File: config.mk
export PLATFORM = sky130hd
export DESIGN_NAME = ramp_triangle_oscillator
export DESIGN_NICKNAME = d
export VERILOG_FILES = /design/src/design/rto_pkg.sv /design/src/design/ramp_triangle_oscillator.sv /design/src/design/rto_ctrl.sv /design/src/design/rto_datapath.sv
export SDC_FILE = /design/constraint.sdc
export NUM_CORES = 2
export LEC_CHECK = 0
export ABC_AREA = 0
export BUFFER_PORTS_ARGS = -buffer_cell sky130_fd_sc_hd__buf_2
export CAP_MARGIN = 5
export CORE_MARGIN = 1
export CORE_UTILIZATION = 38
export CTS_CLUSTER_DIAMETER = 200
export CTS_CLUSTER_SIZE = 25
export DETAILED_ROUTE_END_ITERATION = 16
export HOLD_SLACK_MARGIN = 0.03
export SLEW_MARGIN = 15
export SYNTH_ARGS = -nofsm -noshare
export SYNTH_HDL_FRONTEND = slang
export SYNTH_SLANG_ARGS = --single-unit
File: constraint.sdc
create_clock -name clk -period 17.1 [get_ports clk]
set_clock_uncertainty 0.15 [all_clocks]
set_input_delay 3.42 -clock clk [delete_from_list [all_inputs] [get_ports clk]]
set_output_delay 3.42 -clock clk [all_outputs]
set_load 0.01 [all_outputs]
File: src/design/rto_pkg.sv
// ----------------------------------------------------------------------------
// rto_pkg
// shared types, constants and helper functions of the ramp/triangle oscillator
// ----------------------------------------------------------------------------
package rto_pkg;

  localparam int LevelW  = 32;
  localparam int AmpW    = 31;
  localparam int CtW     = 24;
  localparam int ModeW   = 2;
  localparam int LimitW  = 16;
  localparam int TdW     = 16;
  localparam int CfgIdxW = 3;
  localparam int CfgDataW = 32;
  localparam int ProdW   = TdW + AmpW;        // product and quotient width
  localparam int SumW    = ProdW + 2;         // signed sum of level and delta
  localparam int DivSteps = ProdW;
  localparam int DivCntW = $clog2(DivSteps);

  localparam logic [LevelW-1:0] LevelMax = {1'b0, {(LevelW-1){1'b1}}};
  localparam logic [LimitW-1:0] EdgesMax = {LimitW{1'b1}};

  // mode codes
  localparam logic [ModeW-1:0] ModeSawUp   = 2'd0;
  localparam logic [ModeW-1:0] ModeSawDown = 2'd1;
  localparam logic [ModeW-1:0] ModeTriUp   = 2'd2;
  localparam logic [ModeW-1:0] ModeTriDown = 2'd3;

  // register indexes
  localparam logic [CfgIdxW-1:0] RegOffset      = 3'd0;
  localparam logic [CfgIdxW-1:0] RegAmplitude   = 3'd1;
  localparam logic [CfgIdxW-1:0] RegCycleTime   = 3'd2;
  localparam logic [CfgIdxW-1:0] RegMode        = 3'd3;
  localparam logic [CfgIdxW-1:0] RegCycleLimit  = 3'd4;
  localparam logic [CfgIdxW-1:0] RegManualStart = 3'd5;

  // reset values
  localparam logic [LevelW-1:0] OffsetRst    = '0;
  localparam logic [AmpW-1:0]   AmplitudeRst = AmpW'(65536);
  localparam logic [CtW-1:0]    CycleTimeRst = CtW'(1000000);

  typedef struct packed {
    logic restart;     // reinit and trigger
    logic load_mul;    // register product into the divider
    logic div_step;    // one quotient bit
    logic load_sum;    // level +/- delta
    logic apply_edge;  // wrap, reflect or clamp and update state
    logic load_out;    // present the result word
  } rto_cmd_t;

  typedef struct packed {
    logic running;
    logic out_busy;
  } rto_status_t;

  // upper edge, saturated to the largest level
  function automatic logic signed [LevelW-1:0] hi_edge(
    input logic signed [LevelW-1:0] offs,
    input logic [AmpW-1:0]          amp
  );
    logic signed [LevelW:0] s;
    s = $signed({offs[LevelW-1], offs}) + $signed({2'b00, amp});
    if (s > $signed({1'b0, LevelMax})) begin
      return $signed(LevelMax);
    end
    return s[LevelW-1:0];
  endfunction

  function automatic logic starts_up(input logic [ModeW-1:0] m);
    return (m == ModeSawUp) || (m == ModeTriUp);
  endfunction

endpackage

File: src/design/ramp_triangle_oscillator.sv
// ----------------------------------------------------------------------------
// ramp_triangle_oscillator
// sawtooth / triangle parameter oscillator in Q16.16
// ----------------------------------------------------------------------------
// in_ channel: one word per tick (in_tuser = 0, in_tdata = elapsed time) or
// restart (in_tuser = 1). every word yields one out_ word with the level and
// the finished/running flags.
// cfg_ channel: register writes (offset, amplitude, cycle_time, mode,
// cycle_limit, manual_start by index 0..5), taken while the block is idle;
// each write restarts the sweep at its starting edge.
// a tick that advances the level passes from accept to out_tvalid through
// one multiply, 47 steps of the bit-serial divider that forms
// time*amplitude/cycle_time, one add, one edge step and one output load.
// restarts and ticks that do not advance go straight to the output load.
// one word is in work at a time; in_tready is high whenever the sequencer
// is idle, so a new word is taken only after the last one's result is loaded.
// the output register holds a result until out_tready; a new word is
// accepted meanwhile and waits to load until the old result is taken.
// reset loads the register defaults and puts the level at the lower edge.
// ----------------------------------------------------------------------------
module ramp_triangle_oscillator
  import rto_pkg::*;
(
  input  logic                clk,
  input  logic                rst_n,
  // config write
  input  logic                cfg_valid,
  output logic                cfg_ready,
  input  logic [CfgIdxW-1:0]  cfg_index,
  input  logic [CfgDataW-1:0] cfg_data,
  // input stream
  input  logic                in_tvalid,
  output logic                in_tready,
  input  logic [TdW-1:0]      in_tdata,    // [15:0] time_delta
  input  logic                in_tuser,    // [0] action
  // result stream
  output logic                out_tvalid,
  input  logic                out_tready,
  output logic [LevelW-1:0]   out_tdata,   // [31:0] level
  output logic [1:0]          out_tuser    // [0] finished, [1] running
);

  rto_cmd_t    cmd;
  rto_status_t status;
  logic        idle;
  logic        in_fire;
  logic        cfg_fire;
  logic        fin, run;

  assign cfg_ready = idle;
  assign cfg_fire  = cfg_valid && cfg_ready;
  assign in_tready = idle;
  assign in_fire   = in_tvalid && in_tready;

  rto_ctrl u_ctrl (
    .clk       (clk),
    .rst_n     (rst_n),
    .in_fire   (in_fire),
    .in_action (in_tuser),
    .status    (status),
    .idle      (idle),
    .cmd       (cmd)
  );

  rto_datapath u_dp (
    .clk          (clk),
    .rst_n        (rst_n),
    .cfg_fire     (cfg_fire),
    .cfg_index    (cfg_index),
    .cfg_data     (cfg_data),
    .in_fire      (in_fire),
    .in_td        (in_tdata),
    .cmd          (cmd),
    .status       (status),
    .out_tready   (out_tready),
    .out_tvalid   (out_tvalid),
    .out_level    (out_tdata),
    .out_finished (fin),
    .out_running  (run)
  );

  assign out_tuser = {run, fin};

endmodule

File: src/design/rto_ctrl.sv
// ----------------------------------------------------------------------------
// rto_ctrl
// sequencer: accepts items, loads the output and steps the datapath through multiply, serial
// divide, add and edge handling
// ----------------------------------------------------------------------------
module rto_ctrl
  import rto_pkg::*;
(
  input  logic        clk,
  input  logic        rst_n,
  input  logic        in_fire,
  input  logic        in_action,
  input  rto_status_t status,
  output logic        idle,
  output rto_cmd_t    cmd
);

  localparam logic [2:0] StIdle = 3'd0;
  localparam logic [2:0] StMul  = 3'd1;
  localparam logic [2:0] StDiv  = 3'd2;
  localparam logic [2:0] StAdd  = 3'd3;
  localparam logic [2:0] StEdge = 3'd4;
  localparam logic [2:0] StDone = 3'd5;

  logic [2:0]         state_r, state_nxt;
  logic [DivCntW-1:0] cnt_r, cnt_nxt;

  assign idle = (state_r == StIdle);

  always_comb begin
    state_nxt = state_r;
    cnt_nxt   = cnt_r;
    cmd       = '0;
    unique case (state_r)
      StIdle: begin
        if (in_fire) begin
          if (in_action) begin
            cmd.restart = 1'b1;
            state_nxt   = StDone;
          end else if (status.running) begin
            state_nxt = StMul;
          end else begin
            state_nxt = StDone;
          end
        end
      end
      StMul: begin
        cmd.load_mul = 1'b1;
        cnt_nxt      = '0;
        state_nxt    = StDiv;
      end
      StDiv: begin
        cmd.div_step = 1'b1;
        cnt_nxt      = cnt_r + 1'b1;
        if (cnt_r == DivCntW'(DivSteps - 1)) begin
          state_nxt = StAdd;
        end
      end
      StAdd: begin
        cmd.load_sum = 1'b1;
        state_nxt    = StEdge;
      end
      StEdge: begin
        cmd.apply_edge = 1'b1;
        state_nxt      = StDone;
      end
      StDone: begin
        if (!status.out_busy) begin
          cmd.load_out = 1'b1;
          state_nxt    = StIdle;
        end
      end
      default: state_nxt = StIdle;
    endcase
  end

  always_ff @(posedge clk) begin
    if (!rst_n) begin
      state_r <= StIdle;
      cnt_r   <= '0;
    end else begin
      state_r <= state_nxt;
      cnt_r   <= cnt_nxt;
    end
  end

endmodule

File: src/design/rto_datapath.sv
// ----------------------------------------------------------------------------
// rto_datapath
// config registers, oscillator state, multiplier, serial divider, edge logic
// and the output register
// ----------------------------------------------------------------------------
module rto_datapath
  import rto_pkg::*;
(
  input  logic                clk,
  input  logic                rst_n,
  input  logic                cfg_fire,
  input  logic [CfgIdxW-1:0]  cfg_index,
  input  logic [CfgDataW-1:0] cfg_data,
  input  logic                in_fire,
  input  logic [TdW-1:0]      in_td,
  input  rto_cmd_t            cmd,
  output rto_status_t         status,
  input  logic                out_tready,
  output logic                out_tvalid,
  output logic [LevelW-1:0]   out_level,
  output logic                out_finished,
  output logic                out_running
);

  // configuration
  logic signed [LevelW-1:0] offset_r, offset_nxt;
  logic [AmpW-1:0]          amplitude_r, amplitude_nxt;
  logic [CtW-1:0]           cycle_time_r, cycle_time_nxt;
  logic [ModeW-1:0]         mode_r, mode_nxt;
  logic [LimitW-1:0]        cycle_limit_r, cycle_limit_nxt;
  logic                     manual_start_r, manual_start_nxt;
  logic                     cfg_hit;

  // oscillator state
  logic signed [LevelW-1:0] level_r, level_nxt;
  logic                     going_up_r, going_up_nxt;
  logic [LimitW-1:0]        edges_r, edges_nxt;
  logic                     triggered_r, triggered_nxt;

  // arithmetic
  logic [TdW-1:0]           td_r;
  logic [ProdW-1:0]         quo_r;
  logic [CtW-1:0]           rem_r;
  logic [CtW-1:0]           divisor;
  logic [CtW:0]             trial;
  logic [CtW:0]             trial_sub;
  logic signed [SumW-1:0]   sum_r;
  logic                     up_r;
  logic                     up_now;

  // edge handling
  logic signed [LevelW-1:0] lo, hi;
  logic [LevelW-1:0]        span;
  logic signed [SumW-1:0]   lo_x, hi_x;
  logic                     cross_up, cross_dn;
  logic signed [SumW-1:0]   over_full;
  logic [LevelW-1:0]        over;
  logic [LimitW-1:0]        edges_inc;
  logic                     go_on;
  logic                     finished, running;

  // output register
  logic                     out_valid_r;
  logic [LevelW-1:0]        out_level_r;
  logic                     out_finished_r, out_running_r;

  // ---- configuration writes ----
  always_comb begin
    offset_nxt       = offset_r;
    amplitude_nxt    = amplitude_r;
    cycle_time_nxt   = cycle_time_r;
    mode_nxt         = mode_r;
    cycle_limit_nxt  = cycle_limit_r;
    manual_start_nxt = manual_start_r;
    cfg_hit          = 1'b0;
    if (cfg_fire) begin
      cfg_hit = 1'b1;
      unique case (cfg_index)
        RegOffset:      offset_nxt       = $signed(cfg_data[LevelW-1:0]);
        RegAmplitude:   amplitude_nxt    = cfg_data[AmpW-1:0];
        RegCycleTime:   cycle_time_nxt   = cfg_data[CtW-1:0];
        RegMode:        mode_nxt         = cfg_data[ModeW-1:0];
        RegCycleLimit:  cycle_limit_nxt  = cfg_data[LimitW-1:0];
        RegManualStart: manual_start_nxt = cfg_data[0];
        default:        cfg_hit          = 1'b0;
      endcase
    end
  end

  // ---- status ----
  assign finished = (cycle_limit_r != '0) && (edges_r >= cycle_limit_r);
  assign running  = (!manual_start_r || triggered_r) && !finished;
  assign status.running  = running;
  assign status.out_busy = out_valid_r && !out_tready;

  // ---- divider ----
  assign divisor   = (cycle_time_r == '0) ? CtW'(1) : cycle_time_r;
  assign trial     = {rem_r, quo_r[ProdW-1]};
  assign trial_sub = trial - {1'b0, divisor};

  // ---- edges ----
  assign lo   = offset_r;
  assign hi   = hi_edge(offset_r, amplitude_r);
  assign span = LevelW'(hi - lo);
  assign lo_x = SumW'(lo);
  assign hi_x = SumW'(hi);

  assign up_now = (mode_r == ModeSawUp) ? 1'b1 :
                  (mode_r == ModeSawDown) ? 1'b0 : going_up_r;

  assign cross_up  = up_r && (sum_r > hi_x);
  assign cross_dn  = !up_r && (sum_r < lo_x);
  assign over_full = up_r ? (sum_r - hi_x) : (lo_x - sum_r);
  // remainder past the edge saturates to the span
  assign over = (over_full > $signed({{(SumW-LevelW){1'b0}}, span})) ?
                span : over_full[LevelW-1:0];
  assign edges_inc = (edges_r == EdgesMax) ? edges_r : edges_r + 1'b1;
  assign go_on     = (cycle_limit_r == '0) || (edges_inc < cycle_limit_r);

  always_comb begin
    level_nxt     = level_r;
    going_up_nxt  = going_up_r;
    edges_nxt     = edges_r;
    triggered_nxt = triggered_r;
    if (cfg_hit) begin
      level_nxt    = starts_up(mode_nxt) ? offset_nxt :
                     hi_edge(offset_nxt, amplitude_nxt);
      going_up_nxt = starts_up(mode_nxt);
      edges_nxt    = '0;
    end else if (cmd.restart) begin
      level_nxt     = starts_up(mode_r) ? lo : hi;
      going_up_nxt  = starts_up(mode_r);
      edges_nxt     = '0;
      triggered_nxt = 1'b1;
    end else if (cmd.apply_edge) begin
      level_nxt = sum_r[LevelW-1:0];
      if (cross_up) begin
        edges_nxt = edges_inc;
        if (!go_on) begin
          level_nxt = hi;
        end else if (mode_r == ModeSawUp) begin
          level_nxt = lo + $signed(over);
        end else begin
          level_nxt    = hi - $signed(over);
          going_up_nxt = 1'b0;
        end
      end else if (cross_dn) begin
        edges_nxt = edges_inc;
        if (!go_on) begin
          level_nxt = lo;
        end else if (mode_r == ModeSawDown) begin
          level_nxt = hi - $signed(over);
        end else begin
          level_nxt    = lo + $signed(over);
          going_up_nxt = 1'b1;
        end
      end
    end
  end

  always_ff @(posedge clk) begin
    if (!rst_n) begin
      offset_r       <= OffsetRst;
      amplitude_r    <= AmplitudeRst;
      cycle_time_r   <= CycleTimeRst;
      mode_r         <= ModeSawUp;
      cycle_limit_r  <= '0;
      manual_start_r <= 1'b0;
      level_r        <= OffsetRst;
      going_up_r     <= 1'b1;
      edges_r        <= '0;
      triggered_r    <= 1'b0;
      out_valid_r    <= 1'b0;
    end else begin
      offset_r       <= offset_nxt;
      amplitude_r    <= amplitude_nxt;
      cycle_time_r   <= cycle_time_nxt;
      mode_r         <= mode_nxt;
      cycle_limit_r  <= cycle_limit_nxt;
      manual_start_r <= manual_start_nxt;
      level_r        <= level_nxt;
      going_up_r     <= going_up_nxt;
      edges_r        <= edges_nxt;
      triggered_r    <= triggered_nxt;
      if (cmd.load_out) begin
        out_valid_r <= 1'b1;
      end else if (out_tready) begin
        out_valid_r <= 1'b0;
      end
    end
  end

  // payload registers
  always_ff @(posedge clk) begin
    if (in_fire) begin
      td_r <= in_td;
    end
    if (cmd.load_mul) begin
      quo_r <= ProdW'(td_r) * ProdW'(amplitude_r);
      rem_r <= '0;
    end else if (cmd.div_step) begin
      if (!trial_sub[CtW]) begin
        rem_r <= trial_sub[CtW-1:0];
        quo_r <= {quo_r[ProdW-2:0], 1'b1};
      end else begin
        rem_r <= trial[CtW-1:0];
        quo_r <= {quo_r[ProdW-2:0], 1'b0};
      end
    end
    if (cmd.load_sum) begin
      up_r  <= up_now;
      sum_r <= up_now ? (SumW'(level_r) + $signed({2'b00, quo_r})) :
                        (SumW'(level_r) - $signed({2'b00, quo_r}));
    end
    if (cmd.load_out) begin
      out_level_r    <= level_r;
      out_finished_r <= finished;
      out_running_r  <= running;
    end
  end

  assign out_tvalid   = out_valid_r;
  assign out_level    = out_level_r;
  assign out_finished = out_finished_r;
  assign out_running  = out_running_r;

endmodule
Word-level counts from Yosys, hierarchy flattened --
Index checks and enable logic that the tools add are counted.
Storage, ports and cells: flip-flop bits (word level) 337, bits in latches 0, memory bits (writable) 0, ROM bits 0, input port bits 57, output and inout bits 37, word-level logic and storage cells 168, memories kept 0
Operators by class: add/subtract/negate cells 12, multiply operators 1, div/mod/pow operators 0, $lt $le $gt $ge 7, equality and inequality tests 22, shift-type cells 0, muxes and demuxes 66, bitwise gates (word level) 2, reduce and logical (&&, ||, !) cells 37
Operators with widths (count):
- 32-bit two-way mux | 18
- 49-bit two-way mux | 2
- 47-bit two-way mux | 2
- 32-bit by 32-bit adder with 33-bit output | 2
- 33-bit by 32-bit greater-than comparator with 1-bit output, second input constant | 2
- 32-bit subtractor | 2
- 31-bit two-way mux | 2
- 32-bit by 48-bit adder with 49-bit output | 1
- 49-bit by 32-bit greater-than comparator with 1-bit output | 1
- 49-bit by 33-bit greater-than comparator with 1-bit output | 1
- 49-bit by 32-bit less-than comparator with 1-bit output | 1
- 32-bit by 48-bit subtractor with 49-bit output | 1
- 32-bit by 49-bit subtractor with 49-bit output | 1
- 49-bit by 32-bit subtractor with 49-bit output | 1
- 16-bit two-way mux | 3
- 24-bit two-way mux | 2
- 16-bit by 31-bit multiplier with 47-bit output | 1
- 32-bit adder | 1
- 1-bit two-way mux | 28
- 25-bit by 24-bit subtractor with 25-bit output | 1
- 24-bit zero test | 1
- 3-bit one-hot mux with 6 select lines | 1
- 16-bit by 1-bit adder with 16-bit output, second input constant | 1
- 16-bit equality test, second input constant | 1
- other kinds (32) | 70

Depth between registers and ports, before layout --
word-level depth 16, depth in mapped cells 79, depth with buffers taken out 76

Hierarchy --
Synthesis repeated with hierarchy kept, for this count alone.
Second synthesis, totals: cell total of the unflattened synthesis 6260, area, all modules 50686.1 µm²
By module, submodules not included:
- rto_datapath | times used 1, cells an instance 6198, area each 50129.3 µm², seq. area each 8037.7 µm²
- rto_ctrl | times used 1, cells an instance 57, area each 521.8 µm², seq. area each 180.2 µm²
- ramp_triangle_oscillator | times used 1, cells an instance 5, area each 35.0 µm², seq. area each 0.0 µm²

Least setup slack after synthesis --
Ideal clock, no wire load.
path type register to register, start point reg u_dp.amplitude_r[1], end point reg u_dp.level_r[31], setup time 0.103 ns, arrival time 13.080 ns, path slack 3.767 ns, stages on the path, launching flop included 77, buffers on the path 4, clock period less this slack 13.333 ns, cells stage by stage dfxtp_1 -> clkbuf_1 -> inv_1 -> fa_1 -> nor2b_1 -> o31ai_2 -> a21oi_2 -> a41o_1 -> a21oi_2 -> o21ai_2 -> buf_2 -> nand3_1 -> nand2_1 -> ha_1 -> nor2b_1 -> o21ai_0 -> a21boi_0 -> o21ai_0 -> (+41 left out) -> a21oi_1 -> o21ai_0 -> a21oi_1 -> o21ai_0 -> a21oi_1 -> o21ai_0 -> a211oi_1 -> nor3_1 -> a31o_2 -> a31o_2 -> a21oi_1 -> o21ai_0 -> o21ai_0 -> nand2b_1 -> a21oi_1 -> xnor2_1 -> a31oi_1 -> a2111oi_2
Between the ends: word-level cells in the longest chain between the ends 16, elaborated cells on any way between the ends 31
Ends and longest elaborated chain:
- start: declaration | RTL line rto_datapath.sv:27 | logic [AmpW-1:0] amplitude_r, amplitude_nxt;
- start signal: assignment | RTL line rto_datapath.sv:164 | amplitude_r <= AmplitudeRst;
- start signal: assignment | RTL line rto_datapath.sv:176 | amplitude_r <= amplitude_nxt;
- 32-bit by 32-bit adder with 33-bit output | RTL line rto_pkg.sv:62 | s = $signed({offs[LevelW-1], offs}) + $signed({2'b00, amp});
- 33-bit by 32-bit greater-than comparator with 1-bit output | RTL line rto_pkg.sv:63 | if (s > $signed({1'b0, LevelMax})) begin
- 1-bit two-way mux | RTL line rto_pkg.sv:63
- 32-bit two-way mux | RTL line rto_pkg.sv:66 | return s[LevelW-1:0];
- 49-bit by 32-bit subtractor with 49-bit output | RTL line rto_datapath.sv:113 | assign over_full = up_r ? (sum_r - hi_x) : (lo_x - sum_r);
- 49-bit two-way mux | RTL line rto_datapath.sv:113
- 49-bit by 33-bit greater-than comparator with 1-bit output | RTL line rto_datapath.sv:115 | assign over = (over_full > $signed({{(SumW-LevelW){1'b0}}, span})) ?
- 32-bit two-way mux | RTL line rto_datapath.sv:115
- 32-bit adder / 32-bit subtractor (equally long branches)
- 32-bit two-way mux | RTL line rto_datapath.sv:151 | end else if (mode_r == ModeSawDown) begin
- 32-bit two-way mux | RTL line rto_datapath.sv:149 | if (!go_on) begin
- 32-bit two-way mux | RTL line rto_datapath.sv:147 | end else if (cross_dn) begin
- 32-bit two-way mux | RTL line rto_datapath.sv:137 | if (cross_up) begin
- 32-bit two-way mux | RTL line rto_datapath.sv:135 | end else if (cmd.apply_edge) begin
- 32-bit two-way mux | RTL line rto_datapath.sv:130 | end else if (cmd.restart) begin
- 32-bit two-way mux (*) | RTL line rto_datapath.sv:125 | if (cfg_hit) begin
- end signal: assignment | RTL line rto_datapath.sv:169 | level_r <= OffsetRst;
- end signal: assignment | RTL line rto_datapath.sv:181 | level_r <= level_nxt;
- end: declaration | RTL line rto_datapath.sv:35 | logic signed [LevelW-1:0] level_r, level_nxt;
Every way passes the cells marked *; elsewhere a longest branch is shown, timed or not. The select of a mux whose other input is x is not followed. A chain may end at the register's enable or synchronous reset.

Worst setup path in the final report --
start point reg u_dp.offset_r[31], in the netlist u_dp.lo[31], end point reg u_dp.level_r[31]
Between the ends: word-level cells in the longest chain between the ends 16, elaborated cells on any way between the ends 34
Ends and longest elaborated chain:
- start: declaration | RTL line rto_datapath.sv:26 | logic signed [LevelW-1:0] offset_r, offset_nxt;
- start signal: assignment | RTL line rto_datapath.sv:163 | offset_r <= OffsetRst;
- start signal: assignment | RTL line rto_datapath.sv:175 | offset_r <= offset_nxt;
- 32-bit by 32-bit adder with 33-bit output | RTL line rto_pkg.sv:62
- 33-bit by 32-bit greater-than comparator with 1-bit output | RTL line rto_pkg.sv:63
- 1-bit two-way mux | RTL line rto_pkg.sv:63
- 32-bit two-way mux | RTL line rto_pkg.sv:66
- 49-bit by 32-bit subtractor with 49-bit output | RTL line rto_datapath.sv:113
- 49-bit two-way mux | RTL line rto_datapath.sv:113
- 49-bit by 33-bit greater-than comparator with 1-bit output | RTL line rto_datapath.sv:115
- 32-bit two-way mux | RTL line rto_datapath.sv:115
- 32-bit adder / 32-bit subtractor (equally long branches)
- 32-bit two-way mux | RTL line rto_datapath.sv:151
- 32-bit two-way mux | RTL line rto_datapath.sv:149
- 32-bit two-way mux | RTL line rto_datapath.sv:147
- 32-bit two-way mux | RTL line rto_datapath.sv:137
- 32-bit two-way mux | RTL line rto_datapath.sv:135
- 32-bit two-way mux | RTL line rto_datapath.sv:130
- 32-bit two-way mux (*) | RTL line rto_datapath.sv:125
Marked as above.

==> flow_summary.json <==
{
  "run_status": "completed",
  "fin_setup_tns_ps": 0,
  "fmax_ghz": 0.0632,
  "grt_max_degree": 70,
  "postLayoutCoreUtil_pct": 40.7,
  "port_buffers": 93,
  "clock-sinks": 337,
  "layout_commonest_cell": "nand2_1",
  "finalWirelength_um": 178000,
  "hold_class": "register to register",
  "grt_usage_pct": 26.1,
  "nFillCells": 13500,
  "drv_slew": 0,
  "maxCapViolations": 0,
  "antenna_found_initial": 9,
  "end_kind": "register",
  "clock_path_buffers": 3,
  "area_growth_pct": 6.02,
  "cts_inserted_buffers": 18,
  "powerDensity_mw_per_mm2": 106,
  "cp.required_ps": 17480,
  "leakage_nw": 23.0,
  "crit_slowest_cell": "dfxtp_1",
  "setup_viol": 0,
  "ys_async_sr_fraction_pct": 0,
  "ys_ff_latch": 337,
  "drtPass1Iterations": 6,
  "grt_pass1_vias": 44000,
  "critical_path_buf_inv_count": 1,
  "max-vdd-ir-drop_uv": 65.7,
  "crit_top_cell": "o21ai_0",
  "io_pins": 94,
  "cp_data_arrival_time_ps": 16210,
  "dp_hpwl_um": 146000,
  "syn_inst": 6319,
  "grtUsageMet2_pct": 40.3,
  "synth_seq_area_share_pct": 16.3,
  "dp_slack_ps": 1440,
  "die_h_um": 366,
  "fin_cells": 8032,
  "grt_pass1_wl_um": 270000,
  "period_share_pct": 92.6,
  "relSlewSlack_pct": 22.4,
  "htreeDepth": 1,
  "initial_core_util_pct": 38.3,
  "start_kind": "register",
  "path_clk_slew_ps": 120,
  "core_area_mm2": 0.131,
  "busiest_layer": "met2",
  "synth_edf_count": 147,
  "holdWs_ps": 309,
  "drc": 0,
  "period_minus_slack_ps": 15830,
  "die_area_mm2": 0.134,
  "grt.met3_usage_pct": 3.36,
  "critPathTopFamily": "compound AO/OA/AOI/OAI gates",
  "drive_gt1_share_pct": 5.93,
  "yosys.area.top_type_share_pct": 16.3,
  "die_w_um": 366,
  "hold_viol": 0,
  "place.gp.congestion": 1.04,
  "vias": 45500,
  "crit_type": "register to register",
  "nNetsFinal": 7235,
  "clk_root_buffer_cell": "clkbuf_16",
  "synth_cell_type_count": 102,
  "ant_nets": 0,
  "clock_latency_ps": 620,
  "rows": 133,
  "layout_common_cells": "813 x nand2_1, 736 x inv_1, 505 x ha_1",
  "via_per_inst": 5.67,
  "yosys-top-cells-area": "fa_1 16%, ha_1 13%, edfxtp_1 8.8%",
  "cp_max_fo": 22,
  "rsz0062_at_grt": "false",
  "synthFlopType": "dfxtp_1",
  "yosys.area.top_type": "fa_1",
  "first_iter_violations": 4695,
  "worst_pin_slew_ps": 1160,
  "grtUsageMet1_pct": 36.9,
  "yosysWarnings": 0,
  "overflow": 0,
  "slowest_delay_ps": 1040,
  "netlist_area_mm2": 0.0504,
  "routedWlPerCell_um": 22.2,
  "cts_tree": "yes",
  "avgSynthCellArea_um2": 7.98,
  "setup_slack_ps": 1270,
  "dp_cells": 7996,
  "synth_nets": 7292
}
## stage by stage
stage	instance area (um2)	power, mW
finish	53400	5.69
global route	53400	6.10
CTS	53400	5.62
detailed placement	52800	5.03
global placement	52800	5.01
floorplan	50400	3.88
## where the power goes
group / leakage, nW / internal [mW] / total, mW / switching (mW)
clock: 0.291 / 0.228 / 0.561 / 0.334
sequential: 2.90 / 1.09 / 1.37 / 0.286
combinational: 19.8 / 1.42 / 3.75 / 2.34
## sequential cells by signal, indices dropped and copies added (netlist names), 24 cells and up, named ones only
| register | count |
|---|---|
| u_dp.quo_r | 47 |
| u_dp.cycle_time_r | 24 |
| u_dp.level_r | 32 |
| u_dp.out_level | 32 |
| u_dp.lo | 32 |
| u_dp.amplitude_r | 31 |
| u_dp.rem_r | 24 |
| u_dp.sum_r | 49 |
## cell usage after synthesis (111+ instances only)
master      n
a21oi_1   458
nand2_1   813
xnor2_1   251
dfxtp_1   190
inv_1     737
clkbuf_1  247
a21o_1    122
and2_1    187
ha_1      505
nor2_1    428
edfxtp_1  147
o21ai_0   432
fa_1      411
xor2_1    111
## area by class of cell
type                            instances  area (um2)  share of cell area, %
Timing Repair Buffer                  187        1180                   2.21
Sequential cell                       337        8220                   15.4
Antenna cell                            3        7.51                 0.0140
Tap cell                             1755        2200                   4.11
Clock buffer                           26         502                  0.939
Clock inverter                          6        82.6                  0.155
Inverter                              741        2780                   5.20
Multi-Input combinational cell       4977       38500                   72.0
## what timing repair did
item	CTS	global route
buffers inserted	0	0
endpoints found under the setup margin	0	3
gates resized for setup	0	5
hold buffers	0	0
## path summary, 6_finish.rpt
path	startpoint	endpoint	slack [ps]	depth (start not counted)
max	u_dp.lo[31]$_SDFF_PN0_	u_dp.level_r[31]$_SDFFE_PN0N_	1270	69
min	u_dp.triggered_r$_SDFFE_PN0P_	u_dp.triggered_r$_SDFFE_PN0P_	310	2
max reg2reg	u_dp.lo[31]$_SDFF_PN0_	u_dp.level_r[31]$_SDFFE_PN0N_	1270	69
min reg2reg	u_dp.triggered_r$_SDFFE_PN0P_	u_dp.triggered_r$_SDFFE_PN0P_	310	2
## cell families (layout without fill, tap and decap cells)
group | count (synthesis) | count (layout) | synth area share (%)
buffers and inverters | 1005 | 960 | 7.54
AND/OR/NAND/NOR | 1972 | 1972 | 18.1
flip-flops | 337 | 337 | 16.3
other | 0 | 3 | 0
multiplexers | 137 | 137 | 2.90
XOR/XNOR | 362 | 362 | 6.29
AO/OA/AOI/OAI | 1580 | 1580 | 19.8
adder cells (fa/ha/maj) | 926 | 926 | 29.1
## worst reg2reg max path, delay by kind of cell, from the launching register on
kind | cells | cell delay, ps
XOR/XNOR | 2 | 250
buffers and inverters | 1 | 230
AND/OR/NAND/NOR | 11 | 2040
multiplexers | 1 | 550
flip-flops | 1 | 1040
adder cells (fa/ha/maj) | 3 | 880
AO/OA/AOI/OAI | 51 | 10580
## routing by layer
| layer | vias to the layer above | routed length, um |
|---|---|---|
| met5 | - | 13 |
| met2 | 1820 | 76800 |
| li1 | 21500 | - |
| met4 | 2 | 7800 |
| met1 | 22000 | 79300 |
| met3 | 252 | 14000 |
No activity file was read; power rests on OpenSTA's default activity.
